[config.mk]
export PLATFORM = sky130hd
export DESIGN_NAME = wppe_ctrl
export DESIGN_NICKNAME = d
export VERILOG_FILES = /design/src/design/wppe_pkg.sv /design/src/design/wppe_ctrl.sv
export SDC_FILE = /design/constraint.sdc
export NUM_CORES = 1
export LEC_CHECK = 0
export ABC_AREA = 1
export ABC_CLOCK_PERIOD_IN_PS = 1050
export BUFFER_PORTS_ARGS = -buffer_cell sky130_fd_sc_hd__buf_4
export CORE_AREA = 2 2 39 41
export DETAILED_ROUTE_END_ITERATION = 8
export DIE_AREA = 0 0 41 43
export SLEW_MARGIN = 10
export SYNTH_ARGS = -nofsm -noshare
export SYNTH_HDL_FRONTEND = slang
export SYNTH_SLANG_ARGS = --single-unit
export TNS_END_PERCENT = 30
[constraint.sdc]
create_clock -name clk -period 1.05 [get_ports clk]
set_clock_uncertainty 0.2 [all_clocks]
set_input_delay 0.0525 -clock clk [delete_from_list [all_inputs] [get_ports clk]]
set_output_delay 0.0525 -clock clk [all_outputs]
set_load 0.02 [all_outputs]
[src/design/wppe_pkg.sv]
// Shared types and constants for the WS2812 pixel PWM encoder.
package wppe_pkg;

    localparam logic [4:0] LAST_BIT            = 5'd23;
    localparam logic [7:0] RESET_SLOTS_DEFAULT = 8'd50;

    typedef enum logic [1:0] {
        REQ_WRITE = 2'd0,
        REQ_START = 2'd1,
        REQ_TICK  = 2'd2,
        REQ_NONE  = 2'd3
    } req_t;

    typedef enum logic [1:0] {
        REG_LED_COUNT   = 2'd0,
        REG_ONE_DUTY    = 2'd1,
        REG_ZERO_DUTY   = 2'd2,
        REG_RESET_SLOTS = 2'd3
    } reg_idx_t;

    // controller -> datapath
    typedef struct packed {
        logic clear_step;
        logic accept;
        logic copy_step;
        logic tick_finish;
    } cmd_t;

    // datapath -> controller
    typedef struct packed {
        logic clear_last;
        logic out_free;
        logic start_copy;
        logic tick_read;
        logic copy_done;
    } sts_t;

endpackage

[src/design/wppe_ctrl.sv]
// Controller: sequences clearing pass, input acceptance, snapshot copy and slot reads.
module wppe_ctrl (
    input  logic            clk,
    input  logic            rst_n,
    input  logic            in_valid,
    output logic            in_ready,
    input  wppe_pkg::sts_t  sts,
    output wppe_pkg::cmd_t  cmd
);

    typedef enum logic [1:0] {
        ST_CLEAR,
        ST_IDLE,
        ST_COPY,
        ST_TICK
    } state_t;

    state_t state_reg;
    state_t state_next;

    always_comb
    begin
        cmd        = '0;
        in_ready   = 1'b0;
        state_next = state_reg;
        case (state_reg)
            ST_CLEAR:
            begin
                cmd.clear_step = 1'b1;
                if (sts.clear_last)
                begin
                    state_next = ST_IDLE;
                end
            end
            ST_IDLE:
            begin
                in_ready   = sts.out_free;
                cmd.accept = in_valid && sts.out_free;
                if (cmd.accept && sts.tick_read)
                begin
                    state_next = ST_TICK;
                end
                else if (cmd.accept && sts.start_copy)
                begin
                    state_next = ST_COPY;
                end
            end
            ST_COPY:
            begin
                cmd.copy_step = 1'b1;
                if (sts.copy_done)
                begin
                    state_next = ST_IDLE;
                end
            end
            ST_TICK:
            begin
                cmd.tick_finish = 1'b1;
                state_next      = ST_IDLE;
            end
            default:
            begin
                state_next = ST_IDLE;
            end
        endcase
    end

    always_ff @(posedge clk or negedge rst_n)
    begin
        if (!rst_n)
        begin
            state_reg <= ST_CLEAR;
        end
        else
        begin
            state_reg <= state_next;
        end
    end

endmodule

[After elaboration in Yosys (flattened, before gate mapping)]
Cells that the tools add are included.
Cells by class
  eq/ne operators: 6
  multiplexer cells: 10
  reduce and logical (&&, ||, !) cells: 5
Operator list (count)
  $mux W2: 4
  $pmux W2 S4: 1
  $mux W1: 5
  $eq A2 B2 Y1 const B: 2
  $ne A2 B2 Y1 const B: 2
  $logic_and A1 B1 Y1: 3
  $ne A3 B3 Y1 const B: 1
  $reduce_and A3 Y1: 1
  $eq A2 B1 Y1 const B: 1
  $logic_not A2 Y1: 1
Word-level totals
  register bits: 2
  input bits: 8
  output and inout port bits: 5
  word-level logic and storage cells: 22

[Logic depth before layout (Yosys ltp)]
  depth after elaboration: 5
  mapped depth: 5
  gate-level depth less buffers: 5

[Least setup slack after synthesis]
OpenSTA, ideal clock, no wires.
  path type: register to register
  from: reg state_reg[0]
  to: reg state_reg[1]
  library setup time: 0.071 ns
  arrival time: 0.942 ns
  required time: 0.779 ns
  path slack: -0.164 ns
  stages on the path, launching flop included: 6
  buffers on the path: 0
  clock period less this slack: 1.214 ns
  cells stage by stage: dfrtp_1 -> nor2_2 -> nand2_2 -> nand2_1 -> nor2_1 -> nor2_1
On the way
  longest elaborated chain between the ends: 3
  elaborated cells between the ends (all ways): 9
  classes of those cells: eq/ne: 6; mux: 1; reduce/logical: 2
Ends and longest elaborated chain
  from (decl): RTL line wppe_ctrl.sv:18  | state_t state_reg;
  from (signal assigned): RTL line wppe_ctrl.sv:76  | state_reg <= state_next;
  $eq A2 B1 Y1, or another cell as far along: RTL line wppe_ctrl.sv:26  | case (state_reg)
  $ne A3 B3 Y1 (no line) or $ne A2 B2 Y1 (tied branches)
  $reduce_and A3 Y1 (no line)
Parallel ways exist; a longest one is shown, timed or not.
A chain may end at the register's enable or synchronous reset.

==> impl_metrics.yaml <==
sta:
  period_share_pct: 126
  hold_viol: 1
  setup_slack_ns: -0.273
  max_freq_mhz: 756
  slew_headroom_pct: 90.3
  drv_slew: 0
  rsz0062_at_grt: "yes"
  setup-violations-final: 7
  timing_worst_slew_pin_value_ns: 0.146
  timing.hold.ws_ns: -0.0284
  fin_crit_ns: 1.32
route:
  drt_iter0_markers: 7
  wl_per_cell_um: 6.91
  drc_errors: 0
  num_vias: 237
  vias_per_cell: 3.65
  antenna_left: 0
  dr.pass1.iters: 2
  wirelength_um: 449
pwr:
  peakVddDrop_uv: 566
  internal_power_w: 0.000580
  clock_power_share_pct: 17.4
  combinationalPowerShare_pct: 65.2
  p_leak_nw: 0.214
  seq_power_share_pct: 17.3
  power.density_mw_per_mm2: 2580
  p_switching_w: 0.000420
  switching_share_pct: 42.0
cells_and_area:
  nets: 59
  register_area_um2: 51.3
  drive_gt1_share_pct: 55.1
  area_delta_synth_final_pct: 140
  final_util_pct: 28.0
  finalInstanceArea_um2: 388
  final_common_cell: "buf_4"
  layout_common_cells: "10 x buf_4, 6 x nand2_1, 6 x buf_6"
  multi_input_area_um2: 105
  diodes: 0
  largest_register_ffs: 2
  fillCellCount: 149
worst_setup_path:
  crit_start: "state_reg[1]"
  worstReg2RegEnd: "state_reg[1]"
  r2r_slack_ns: -0.17
  crit_path_start_kind: "flip-flop"
  crit_fanout: 5
  cp-end-kind: "output port"
  timing.rr.start: "state_reg[1]"
  critical_path_arrival_ns: 1.07
  critPathKind: "flip-flop to output port"
  reg2reg_depth: 5
  endpoint: "cmd[2]"
  cp.required_ns: 0.80
die:
  initial_core_util_pct: 11.7
  die-area_mm2: 0.00176
  fp-row-count: 14
  io_pins: 13
  die_width_um: 41
  fp.coreArea_mm2: 0.00138
  die_h_um: 43
synthesis:
  synthTopCellsByArea: "dfrtp_1 31%, nand3_1 16%, inv_1 14%, nand2_1 14%, nor2_1 12%"
  synth-seq-area-share_pct: 31.0
  syn_avg_cell_area_um2: 5.76
  synth_top_family_by_area: "simple AND/OR/NAND/NOR gates"
  ys_ff_latch: 2
  synthCells: 28
  synth_compound_area_share_pct: 0
  syn-num-nets: 36
  muxShareOfSynthArea_pct: 0
  synth_xor_area_share_pct: 0
  synthSimpleGateAreaFrac_pct: 52.7
  synth_top_cell_by_area: "dfrtp_1"
  yosysUniqueCellTypes: 8
  synth_area_um2: 161
  synth_top_area_share_pct: 31.0
  yosys.area_share.adder_pct: 0
  yosys_warnings: 0
placement:
  place_ws_ns: -0.126
  gp_congestion: 0.636
  portBuffers: 12
  dp_hpwl_um: 330
  postPlaceCellArea_um2: 297
clock_tree:
  clock_sinks: 2
  insertion_delay_ns: 0.23
  cts_tree: "done"
  cts_made_buffers: 3
  ctsLongestPathBuffers: 2
  clkSlewWorstSetupHoldPaths_ns: 0.03
  h-tree-depth: 1
  cts_root_buf: "clkbuf_4"
global_route:
  antenna_found_initial: 0
  grt_pass1_vias: 229
  grt_pass1_wl_um: 752
  grt-ovfl-total: 0
  grt_start_max_net_pins: 6
  grt_util_all_layers_pct: 6.83
status:
  violations: "negative hold slack, negative setup slack"
  status: "complete, but fails checks"
flow_run:
  max_cap_viol_count: 0
hold_path:
  hp-class: "input port to flip-flop"
worst min path at each step:
| stage | from | endpoint | slack, ns | cells past startpoint |
|---|---|---|---|---|
| global route | sts[2] | state_reg[0] | 0.004 | 4 |
| detailed placement | rst_n | state_reg[0] | -0.36 | 1 |
| CTS | sts[2] | state_reg[0] | -0.03 | 4 |
| global placement | rst_n | state_reg[1] | -0.36 | 1 |
| finish | sts[2] | state_reg[0] | -0.03 | 4 |
| floorplan | rst_n | state_reg[0] | -0.44 | 0 |
cell usage after synthesis:
| cell | count |
|---|---|
| nand2_2 | 1 |
| dfrtp_1 | 2 |
| inv_2 | 1 |
| inv_1 | 6 |
| nor2_1 | 5 |
| nand2_1 | 6 |
| nor2_2 | 2 |
| nand3_1 | 5 |
logic make-up (layout without fill, tap and decap cells):
group | after synthesis | after routing
DFF | 2 | 2
and+or+nand+nor | 19 | 19
buffers and inverters | 7 | 28
through the flow:
| step | total power (W) | instances | TNS [ns] | hold WS (ns) |
|---|---|---|---|---|
| floorplan | 0.000471 | 28 | -0.299 | -0.443 |
| global placement | 0.000673 | 58 | -0.489 | -0.364 |
| detailed placement | 0.000675 | 58 | -0.499 | -0.364 |
| CTS | 0.000993 | 65 | -1.39 | -0.0264 |
| global route | 0.00108 | 65 | -1.70 | 0.00399 |
| finish | 0.00100 | 65 | -1.37 | -0.0284 |
area by class of cell:
| type | instances | share of cell area (%) |
|---|---|---|
| Clock buffer | 3 | 5.81 |
| Inverter | 7 | 6.77 |
| Multi-Input combinational cell | 19 | 27.1 |
| Sequential cell | 2 | 13.2 |
| Tap cell | 16 | 5.16 |
| Timing Repair Buffer | 18 | 41.9 |
metal layers:
layer | track usage, % | part of all wire, % | routed length (um) | vias up
met5 | 0 | 0 | 0 | -
met4 | 8.00 | 3.8 | 17 | 0
met1 | 5.47 | 31 | 139 | 103
met3 | 3.14 | 9.1 | 41 | 2
met2 | 10.3 | 56 | 250 | 7
li1 | - | - | - | 125
worst max-delay path, cell delays in order, from the launching register on:
cell	delay (ns)
dfrtp_2	0.44
nor2_4	0.13
inv_2	0.06
nor2_2	0.09
buf_6	0.12
power by group through the flow:
stage | clock (W) | combinational [W] | sequential [W]
global route | 0.000179 | 0.000721 | 0.000179
global placement | 0 | 0.000509 | 0.000164
CTS | 0.000179 | 0.000640 | 0.000174
floorplan | 0 | 0.000302 | 0.000169
detailed placement | 0 | 0.000513 | 0.000162
finish | 0.000175 | 0.000653 | 0.000173
what timing repair did:
action / in CTS / in global routing
buffers inserted: 1 / 0
endpoints found under the hold margin: 4 / 0
pin swaps: 1 / 1
hold buffers: 3 / 0
setup endpoints to repair: 7 / 9
gates cloned: 0 / 0
resized for setup: 8 / 3
Note: power is estimated with default switching activity, not from simulation.
